==> src/design/block_quant_dequantizer_macros.svh <==
// assertion macros for the block dequantizer
`ifndef BLOCK_QUANT_DEQUANTIZER_MACROS_SVH
`define BLOCK_QUANT_DEQUANTIZER_MACROS_SVH

// implication checked every clock, off during reset
`define BQD_ASSERT_IMP(label, ante, cons) \
  label: assert property (@(posedge clk) disable iff (!rst_n) (ante) |-> (cons)) \
    else $error("%m: check failed");

// next-cycle implication, off during reset
`define BQD_ASSERT_NXT(label, ante, cons) \
  label: assert property (@(posedge clk) disable iff (!rst_n) (ante) |=> (cons)) \
    else $error("%m: check failed");

`endif

==> src/design/bqd_pkg.sv <==
// package: types, constants and fp helpers of the block dequantizer
package bqd_pkg;

  localparam logic [5:0] Q4_BLOCK_BYTES = 6'd18;
  localparam logic [5:0] Q8_BLOCK_BYTES = 6'd34;

  typedef enum logic [0:0] {
    FMT_Q4 = 1'b0,
    FMT_Q8 = 1'b1
  } fmt_t;

  // one weight job handed from the decoder to the multiplier
  typedef struct packed {
    logic [31:0] scale;
    logic [7:0]  q;
    logic [4:0]  index;
    logic        done;
    logic        lst;
  } job_t;

  // fp16 to fp32, inf and nan become +0
  function automatic logic [31:0] widen_half(input logic [15:0] h);
    logic        s;
    logic [4:0]  e;
    logic [9:0]  f;
    logic [3:0]  lz;
    logic [9:0]  fn;
    logic [7:0]  ee;
    logic [31:0] r;
    s  = h[15];
    e  = h[14:10];
    f  = h[9:0];
    lz = 4'd0;
    fn = '0;
    ee = '0;
    r  = '0;
    if (e == 5'd0) begin
      if (f == 10'd0) begin
        r = {s, 31'd0};
      end else begin
        for (int i = 0; i < 10; i++) begin
          if (f[i]) lz = 4'(9 - i);
        end
        fn = 10'(f << (lz + 4'd1));
        ee = 8'(8'd112 - {4'd0, lz});
        r  = {s, ee, fn, 13'd0};
      end
    end else if (e == 5'd31) begin
      r = '0;
    end else begin
      r = {s, 8'({3'd0, e} + 8'd112), f, 13'd0};
    end
    return r;
  endfunction

endpackage

==> src/design/bqd_decode.sv <==
// byte decoder: block position, scale capture, weight job generation
module bqd_decode (
  input  logic           clk,
  input  logic           rst_n,
  input  logic           fmt,
  input  logic           take,
  input  logic [7:0]     data,
  output logic           emit,
  output logic           two,
  output bqd_pkg::job_t  job0,
  output bqd_pkg::job_t  job1
);
  import bqd_pkg::*;

  logic [5:0]  pos_r, pos_nxt, len, p;
  logic [15:0] scale_r, scale_nxt;
  logic [31:0] sc;
  logic        end_blk;
  logic [4:0]  j;

  always_comb begin
    len = (fmt == FMT_Q8) ? Q8_BLOCK_BYTES : Q4_BLOCK_BYTES;
    p   = (pos_r >= len) ? 6'd0 : pos_r;
    end_blk = (p + 6'd1 == len);
    j   = 5'(p - 6'd2);
    scale_nxt = scale_r;
    if (p == 6'd0) scale_nxt = {8'd0, data};
    else if (p == 6'd1) scale_nxt = {data, scale_r[7:0]};
    pos_nxt = end_blk ? 6'd0 : p + 6'd1;
    emit = take && (p > 6'd1);
    two  = (fmt == FMT_Q4);
    sc   = widen_half(scale_r);
    job0 = '0;
    job1 = '0;
    job0.scale = sc;
    job1.scale = sc;
    if (fmt == FMT_Q4) begin
      job0.q = 8'({4'd0, data[3:0]} - 8'd8);
      job0.index = 5'({j, 1'b0});
      job1.q = 8'({4'd0, data[7:4]} - 8'd8);
      job1.index = 5'({j, 1'b1});
      job1.done = end_blk;
      job1.lst  = 1'b1;
    end else begin
      job0.q = data;
      job0.index = j;
      job0.done = end_blk;
      job0.lst  = 1'b1;
    end
  end

  always_ff @(posedge clk) begin
    if (!rst_n) begin
      pos_r   <= '0;
      scale_r <= '0;
    end else if (take) begin
      pos_r   <= pos_nxt;
      scale_r <= scale_nxt;
    end
  end

endmodule

==> src/design/bqd_fmul.sv <==
// fp32 scale times small signed integer, exact then rounded to nearest even
module bqd_fmul (
  input  logic [31:0] scale,
  input  logic [7:0]  q,
  output logic [31:0] prod
);
  import bqd_pkg::*;

  logic        s, qs;
  logic [7:0]  e, mq;
  logic [23:0] m;
  logic [31:0] pm;
  logic [2:0]  sh;
  logic [9:0]  ex;
  logic [31:0] nm;
  logic [23:0] mant;
  logic        g, st, up;
  logic [24:0] mr;

  always_comb begin
    s  = scale[31];
    e  = scale[30:23];
    qs = q[7];
    mq = qs ? 8'(-q) : q;
    m  = (e == 8'd0) ? {1'b0, scale[22:0]} : {1'b1, scale[22:0]};
    pm = m * {24'd0, mq};
    sh = 3'd0;
    for (int i = 24; i < 32; i++) begin
      if (pm[i]) sh = 3'(i - 23);
    end
    // normalize only upward; scale from fp16 is normal or zero-ish
    nm   = pm >> sh;
    mant = nm[23:0];
    g    = (sh == 3'd0) ? 1'b0 : pm[sh - 3'd1];
    st   = 1'b0;
    for (int i = 0; i < 7; i++) begin
      if (i < 32'(sh) - 1 && pm[i]) st = 1'b1;
    end
    up  = g && (st || mant[0]);
    mr  = {1'b0, mant} + {24'd0, up};
    ex  = {2'd0, e} + {7'd0, sh};
    if (mr[24]) begin
      mr = mr >> 1;
      ex = ex + 10'd1;
    end
    if (pm == 32'd0 || e == 8'd0) prod = {s ^ qs, 31'd0};
    else prod = {s ^ qs, ex[7:0], mr[22:0]};
  end

endmodule

==> src/design/block_quant_dequantizer.sv <==
// block dequantizer top level
//  channel | signals                                         | dir
//  in      | in_valid in_ready in_data_byte                  | in
//  out     | out_valid out_ready out_weight_bits/_index/...  | out
//  cfg     | cfg_we cfg_quant_format                         | in
// one byte per cycle for q8 blocks when out is not stalled; a q4 data byte
// holds input until its first weight leaves the two-entry result buffer
// (one per cycle unless stalled); a byte's first weight shows next cycle
// synchronous active-low reset clears position, scale and format
// out stalls back-pressure the input through the result buffer
module block_quant_dequantizer (
  input  logic        clk,
  input  logic        rst_n,
  input  logic        cfg_we,
  input  logic        cfg_quant_format,
  input  logic        in_valid,
  output logic        in_ready,
  input  logic [7:0]  in_data_byte,
  output logic        out_valid,
  input  logic        out_ready,
  output logic [31:0] out_weight_bits,
  output logic [4:0]  out_weight_index,
  output logic        out_block_done,
  output logic        out_last
);
  import bqd_pkg::*;
  `include "block_quant_dequantizer_macros.svh"

  logic          fmt_r;
  logic          take, emit, two;
  job_t          job0, job1;
  job_t          b0_r, b1_r;
  logic          v0_r, v1_r;
  logic          pop;
  logic [31:0]   p0, p1;
  logic [31:0]   w0_r, w1_r;

  assign pop      = v0_r && out_ready;
  assign in_ready = !v1_r && (!v0_r || pop);
  assign take     = in_valid && in_ready;

  bqd_decode u_dec (
    .clk (clk), .rst_n (rst_n), .fmt (fmt_r), .take (take), .data (in_data_byte),
    .emit (emit), .two (two), .job0 (job0), .job1 (job1)
  );

  bqd_fmul u_m0 (.scale (job0.scale), .q (job0.q), .prod (p0));
  bqd_fmul u_m1 (.scale (job1.scale), .q (job1.q), .prod (p1));

  always_ff @(posedge clk) begin
    if (!rst_n) begin
      fmt_r <= FMT_Q4;
      v0_r  <= 1'b0;
      v1_r  <= 1'b0;
    end else begin
      if (cfg_we) fmt_r <= cfg_quant_format;
      if (take && emit) begin
        v0_r <= 1'b1;
        v1_r <= two;
      end else if (pop) begin
        v0_r <= v1_r;
        v1_r <= 1'b0;
      end
    end
  end

  always_ff @(posedge clk) begin
    if (take && emit) begin
      b0_r <= job0;
      b1_r <= job1;
      w0_r <= p0;
      w1_r <= p1;
    end else if (pop) begin
      b0_r <= b1_r;
      w0_r <= w1_r;
    end
  end

  assign out_valid        = v0_r;
  assign out_weight_bits  = w0_r;
  assign out_weight_index = b0_r.index;
  assign out_block_done   = b0_r.done;
  assign out_last         = b0_r.lst;

  `BQD_ASSERT_IMP(a_v1_needs_v0, v1_r, v0_r)
  `BQD_ASSERT_IMP(a_no_take_full, v1_r, !in_ready)
  `BQD_ASSERT_IMP(a_pair_order, v1_r, !b0_r.lst)
  `BQD_ASSERT_NXT(a_hold, out_valid && !out_ready, out_valid)

endmodule

==> config.mk <==
export PLATFORM = sky130hd
export DESIGN_NAME = block_quant_dequantizer
export DESIGN_NICKNAME = d
export VERILOG_FILES = /design/src/design/bqd_pkg.sv /design/src/design/bqd_decode.sv /design/src/design/bqd_fmul.sv /design/src/design/block_quant_dequantizer.sv
export VERILOG_INCLUDE_DIRS = /design/src /design/src/design
export SDC_FILE = /design/constraint.sdc
export NUM_CORES = 1
export LEC_CHECK = 0
export CORE_MARGIN = 3
export CORE_UTILIZATION = 45
export DETAILED_ROUTE_END_ITERATION = 6
export DONT_BUFFER_PORTS = 1
export GPL_TIMING_DRIVEN = 0
export HOLD_SLACK_MARGIN = 0.1
export PLACE_DENSITY = 0.72
export SYNTH_ARGS = -nofsm -noshare
export SYNTH_HDL_FRONTEND = slang
export SYNTH_SLANG_ARGS = --single-unit
==> constraint.sdc <==
create_clock -name clk -period 8.5 [get_ports clk]
set_input_delay 1.275 -clock clk [delete_from_list [all_inputs] [get_ports clk]]
set_output_delay 1.275 -clock clk [all_outputs]
set_load 0.01 [all_outputs]
==> run metrics, run 1 <==
Yosys top cell area share 0.1806; maximum operating frequency 121.8 MHz; first-pass GRT wire length 52230 microns; DRC errors left 0; Final Hold Vio Count 0; Std-Cell Core Area 26210 sq um; top cells by area, synth sky130_fd_sc_hd__fa_1, sky130_fd_sc_hd__edfxtp_1, sky130_fd_sc_hd__ha_1; max-cap check violation count 0; overall routing resource usage 0.2221; final WL 32400 microns; combined buffer and inverter count along the critical path 7; via count of the routed design 10600; portion of the post-synthesis area used by sequential elements 0.2030; First DRT Iteration DRCs 873; actual slew at the worst max-slew pin 1.301 ns; count of standard-cell rows 59; storage element area 2474 sq um; crit path launch type register; DRT antenna net count 0; number of antenna diodes 0; total leakage power 0.006054 uW; primary flip-flop cell chosen by synthesis mapping sky130_fd_sc_hd__edfxtp_1; layout cell share with drive strength beyond 1 0.1323; most instantiated cells after synthesis sky130_fd_sc_hd__inv_1, sky130_fd_sc_hd__nor2_1, sky130_fd_sc_hd__nand2_1, sky130_fd_sc_hd__fa_1, sky130_fd_sc_hd__ha_1; average routed wire per standard cell 17.62 microns; final weighted congestion in routability-driven placement 0.9745; area growth from synthesis to layout 12.85%; number of register bits inferred by synthesis 90; Slowest Stage Delay on Critical Path 0.52 ns; H-tree Lvls 3; count of pins on the block boundary 55; number of buffer cells added on primary ports 0; count of final setup violators 0; die extent in x 169.8 microns; largest vdd supply drop 0.2494 mV; outcome completed; Worst Clk Skew 0.009514 ns; power per cell area 379.0 nW/um^2; number of filler instances in the final layout 2410; dominant delay contributor by cell family on the critical path adder cells; first-pass detailed-route iteration total 7; vias in the first global route 10170; antenna violations before repair 0; critical path capture point type register; hold buffers post-CTS 0; required time of the critical path 8.59 ns; worst-case headroom to the max-slew limit 0.1315; clock-pin slew on the worst setup and hold paths 0.07 ns; Die Height 169.8 microns; Total Nets Final 1718; number of different library cells in the post-synthesis netlist 91; cell with the most instances after synthesis sky130_fd_sc_hd__inv_1; Final Critical Period 8.213 ns; clock latency at the later pin of the worst-skew pair 0.34 ns; total power 5167 uW; HPWL after detailed placement 25920 microns; smallest hold slack 0.4639 ns; multi-input logic area 9210 sq um; FFs w/ async S/R, synth 0; number of synthesized flops with an enable pin 65; critical path fanouts, max 9; Synth warnings 0; Data arrival, critical path 8.30 ns; largest net degree at the start of global routing 34; count of mapped cells out of synthesis 1416; Initial Util 0.4610; TritonCTS clock tree done; cell at the root of the clock tree sky130_fd_sc_hd__clkbuf_16; critical path type reg -> reg; die area 28850 sq um; final cycle utilization of the critical path 0.9663; Max Root-Sink Buffers 2; slowest CP cell sky130_fd_sc_hd__fa_1; ratio of routed vias to standard cells 5.765; count of pins over their slew limit 0; TritonCTS buffer count 9; clk sinks 90; GR Overflow Total 0; worst min-delay path category reg -> reg; leading area contributor after synthesis sky130_fd_sc_hd__fa_1; cell area after synthesis 12080 sq um; synthesized area per cell 8.531 sq um
## power breakdown
part | leakage (uW) | switching [uW] | total, uW | internal [uW]
Sequential | 0.000811 | 36.6 | 644 | 608
Combinational | 0.00510 | 2500 | 4140 | 1640
Clock | 0.000141 | 180 | 386 | 206
Total | 0.00605 | 2720 | 5170 | 2450
## flip-flops by register name (all words and copies together) (netlist names), 5 cells and up
signal and flops:
u_dec.scale_r 16, b1_r 6, out_weight_index 5, u_dec.pos_r 6, w1_r 26, out_weight_bits 26
## routing by layer
layer / vias up / global-route usage / part of all wire
li1: 5007 / - / -
met1: 5083 / 0.3057 / 0.44
met2: 421 / 0.3688 / 0.46
met3: 91 / 0.02439 / 0.057
met4: 0 / 0.07041 / 0.037
met5: - / 0 / 0
## logic make-up (layout without fill, tap and decap cells)
kind of cell / count (synthesis) / count (layout) / synth area share
other: 2 / 50 / 0.0006217
muxes: 42 / 42 / 0.03708
buffers and inverters: 242 / 282 / 0.07903
adders and majority gates: 205 / 205 / 0.2801
xor gates and xnor gates: 38 / 38 / 0.02755
AOI/OAI and AO/OA: 308 / 308 / 0.1807
and+or+nand+nor: 489 / 489 / 0.1919
DFF: 90 / 90 / 0.2030
## metrics by stage
stage / worst slack [ns] / area [sq um] / setup TNS (ns) / utilization / std cells
after floorplan: 0.02565 / 12270 / 0 / - / 1464
after global placement: -1.817 / 12690 / -41.77 / 0.4842 / 1799
after detailed placement: -1.794 / 12690 / -42.79 / 0.4842 / 1799
after CTS: 0.001853 / 13210 / 0 / 0.5042 / 1819
after global routing: -0.09233 / 13630 / -0.4436 / 0.5202 / 1839
final: 0.2867 / 13630 / 0 / 0.5202 / 1839
## final timing paths
| kind | from | end | slack [ns] | depth (start not counted) |
|---|---|---|---|---|
| max reg2reg | u_dec.scale_r[0]$_SDFFE_PN0P_ | out_weight_bits[18]$_DFFE_PP_ | 0.29 | 32 |
| min | u_dec.scale_r[15]$_SDFFE_PN0P_ | u_dec.scale_r[15]$_SDFFE_PN0P_ | 0.46 | 2 |
| max | u_dec.scale_r[0]$_SDFFE_PN0P_ | out_weight_bits[18]$_DFFE_PP_ | 0.29 | 32 |
| min reg2reg | u_dec.scale_r[15]$_SDFFE_PN0P_ | u_dec.scale_r[15]$_SDFFE_PN0P_ | 0.46 | 2 |
## cell type report
| type | count | area share |
|---|---|---|
| plain buffers | 56 | 0.02313 |
| clock buffers | 9 | 0.01652 |
| clock inverters | 7 | 0.004956 |
| inverters | 177 | 0.04947 |
| multi-input cells | 1132 | 0.6756 |
| flip-flops and latches | 90 | 0.1814 |
| well taps | 335 | 0.03075 |
| repair buffers | 33 | 0.01817 |
## tightest hold or removal path, stage by stage, from the launching register on
cell                       delay, ns
sky130_fd_sc_hd__dfxtp_1        0.31
sky130_fd_sc_hd__nand2_1        0.05
sky130_fd_sc_hd__a21boi_0       0.06
## cell usage in the layout (no fill, tap or decap), drive strengths merged, types with 18 or more instances in the layout
master and count:
inv 180, mux2i 32, nand3 40, xnor2 20, edfxtp 65, nor3 23, conb 50, buf 58
o21ai 63, a21oi 63, clkbuf 40, fa 109, nand2b 33, nor2 164, nand2 130, dfxtp 25
ha 96, a21o 19, a21boi 24, xor2 18
## repair_timing
action,4_1_cts,5_1_grt
gates cloned,0,0
pin swaps,6,14
setup endpoints to repair,50,45
resized for setup,50,82
buffers inserted,9,24
(Power assumes the default switching activity.)
==> run 2: changes to the inputs <==
- CAP_MARGIN: default -> 25
- PLACE_DENSITY: 0.72 -> 0.7
- SLEW_MARGIN: default -> 10
- clock period: 8.5 -> 9.4 ns (I/O delays scaled with it)
==> run metrics, run 2 (synthesized netlist as in run 1, its figures left out) <==
average routed wire per standard cell 18.10 microns (was 17.62 microns); critical path type in -> reg (was reg -> reg); source of the worst register-to-register timing path u_dec.scale_r[2]$_SDFFE_PN0P_ (was u_dec.scale_r[0]$_SDFFE_PN0P_); TritonCTS clock tree done (unchanged); max-cap check violation count 0 (unchanged); ratio of routed vias to standard cells 5.783 (was 5.765); met3 Track Usage GR 0.03600 (was 0.02439); power per cell area 340.3 nW/um^2 (was 379.0 nW/um^2); overall routing resource usage 0.2274 (was 0.2221); dominant delay contributor by cell family on the critical path adder cells (unchanged); worst-case headroom to the max-slew limit 0.5096 (was 0.1315); DRT antenna net count 0 (unchanged); Total Nets Final 1691 (was 1718); setup TNS 0 ns (unchanged); Max Root-Sink Buffers 2 (unchanged); combined buffer and inverter count along the critical path 8 (was 7); Slowest Stage Delay on Critical Path 0.55 ns (was 0.52 ns); final WL 32790 microns (was 32400 microns); Final Hold Vio Count 0 (unchanged); clock-pin slew on the worst setup and hold paths 0.07 ns (about the same); actual slew at the worst max-slew pin 0.7346 ns (was 1.301 ns); HPWL after detailed placement 26380 microns (was 25920 microns); final cycle utilization of the critical path 0.9522; outcome completed (unchanged); final weighted congestion in routability-driven placement 0.9843 (was 0.9745); critical path capture point type register (unchanged); H-tree Lvls 3 (unchanged); layout cell share with drive strength beyond 1 0.08328 (was 0.1323); GR Overflow Total 0 (unchanged); worst reg2reg path endpoint out_weight_bits[30]$_DFFE_PP_ (was out_weight_bits[18]$_DFFE_PP_); crit path launch type input pin (was register); largest vdd supply drop 0.2482 mV (was 0.2494 mV); die extent in x 169.8 microns (unchanged); cell count of the worst reg-to-reg path 36 (was 32); area growth from synthesis to layout 8.628% (was 12.85%); crit-path most repeated cell sky130_fd_sc_hd__inv_1; first-pass GRT wire length 53030 microns (was 52230 microns); cell at the root of the clock tree sky130_fd_sc_hd__clkbuf_16 (unchanged); worst min-delay path category reg -> reg (unchanged); maximum operating frequency 111.7 MHz; count of final setup violators 0 (unchanged); total leakage power 0.005867 uW (was 0.006054 uW); TritonCTS buffer count 9 (unchanged); setup repair after global routing missed its margin true; number of cells on the worst hold path 2 (unchanged); die area 28850 sq um (unchanged); number of buffer cells added on primary ports 0 (unchanged); start point of the worst hold path u_dec.pos_r[1]$_SDFFE_PN0P_ (was u_dec.scale_r[15]$_SDFFE_PN0P_); vias in the first global route 10260 (was 10170); First DRT Iteration DRCs 977 (was 873); count of pins on the block boundary 55 (unchanged); via count of the routed design 10480 (was 10600); DRC errors left 0 (unchanged); Initial Util 0.4610 (unchanged); met1 global-route usage 0.3061 (was 0.3057); required time of the critical path 9.56 ns (was 8.59 ns); number of antenna diodes 0 (unchanged); busiest layer in global routing met2 (unchanged); clock latency at the later pin of the worst-skew pair 0.36 ns (was 0.34 ns); count of standard-cell rows 59 (unchanged); Data arrival, critical path 9.11 ns (was 8.30 ns); first-pass detailed-route iteration total 5 (was 7); number of filler instances in the final layout 2484 (was 2410); clk sinks 90 (unchanged); slowest CP cell sky130_fd_sc_hd__fa_1 (unchanged); worst reg2reg setup slack 0.50 ns (was 0.29 ns); antenna violations before repair 0 (unchanged); commonest non-fill, non-tap cell in the layout sky130_fd_sc_hd__inv_1 (unchanged); largest net degree at the start of global routing 34 (unchanged); count of pins over their slew limit 0 (unchanged); critical path fanouts, max 10 (was 9); Die Height 169.8 microns (unchanged); global routing usage on met2 0.3772 (was 0.3688); number of placed instances, taps included 1800 (was 1799); hold buffers post-CTS 0 (unchanged); worst-case hold path end point u_dec.pos_r[1]$_SDFFE_PN0P_ (was u_dec.scale_r[15]$_SDFFE_PN0P_); commonest cells after routing, fill and taps aside sky130_fd_sc_hd__inv_1, sky130_fd_sc_hd__nor2_1, sky130_fd_sc_hd__nand2_1 (unchanged); Worst Clk Skew 0.01132 ns (was 0.009514 ns); number of cells in the finished layout apart from fillers 1812 (was 1839); Std-Cell Core Area 26210 sq um (unchanged); Final Critical Period 8.950 ns
[run 2: worst max-delay path by stage]
stage / endpoint / startpoint / cells after the start
3_5_place_dp: out_weight_bits[30]$_DFFE_PP_ / u_dec.scale_r[7]$_SDFFE_PN0P_ / 35
4_1_cts: w1_r[27]$_SDFFCE_PP0P_ / in_data_byte[4] / 33
5_1_grt: w1_r[27]$_SDFFCE_PP0P_ / in_data_byte[4] / 33
6_report: w1_r[28]$_SDFFCE_PP0P_ / in_data_byte[4] / 29
3_3_place_gp: out_weight_bits[30]$_DFFE_PP_ / u_dec.scale_r[7]$_SDFFE_PN0P_ / 37
2_1_floorplan: out_weight_bits[30]$_DFFE_PP_ / u_dec.scale_r[7]$_SDFFE_PN0P_ / 39
[run 2: stage by stage]
| stage | utilization | setup WS [ns] | hold slack, ns | total power (uW) | area (sq um) |
|---|---|---|---|---|---|
| after floorplan | - | 0.6431 | 0.4412 | 3137 | 12260 |
| after global placement | 0.4838 | -1.467 | 0.4578 | 3883 | 12680 |
| after detailed placement | 0.4844 | -1.388 | 0.4832 | 3905 | 12690 |
| after CTS | 0.4967 | 0.005862 | 0.4927 | 4282 | 13020 |
| after global routing | 0.5007 | -0.02328 | 0.5072 | 4843 | 13120 |
| final | 0.5007 | 0.4497 | 0.4895 | 4466 | 13120 |
[run 2: worst reg2reg max path: cells and delay by family (launching register included)]
| family | cells | cell delay (ns) |
|---|---|---|
| AOI/OAI and AO/OA | 8 | 1.64 |
| adders and majority gates | 7 | 2.94 |
| buffers and inverters | 10 | 1.44 |
| DFF | 1 | 0.53 |
| and+or+nand+nor | 11 | 2.10 |
[run 2: what timing repair did]
action	in CTS	in global routing
setup buffers	0	1
gates resized for setup	13	40
endpoints found under the setup margin	34	29
pin swaps	0	2
[run 2: area by class of cell]
cell class              instances  area (sq um)  area share
multi-input cells            1132          8972      0.6837
flip-flops and latches         90          2457      0.1873
inverters                     177         664.4     0.05063
well taps                     335         419.2     0.03194
plain buffers                  60         290.3     0.02212
clock buffers                   9         225.2     0.01716
clock inverters                 7         71.32    0.005435
repair buffers                  2         22.52    0.001716
[run 2: power by group]
| part | switching, uW | internal (uW) | total [uW] |
|---|---|---|---|
| clock | 168 | 187 | 354 |
| sequential | 34.1 | 549 | 583 |
| combinational | 2200 | 1330 | 3530 |
[run 2: per-layer routing]
layer | vias up | share of wire
met5 | - | 0
met3 | 74 | 0.068
met2 | 436 | 0.46
met4 | 0 | 0.035
li1 | 4947 | -
met1 | 5021 | 0.43
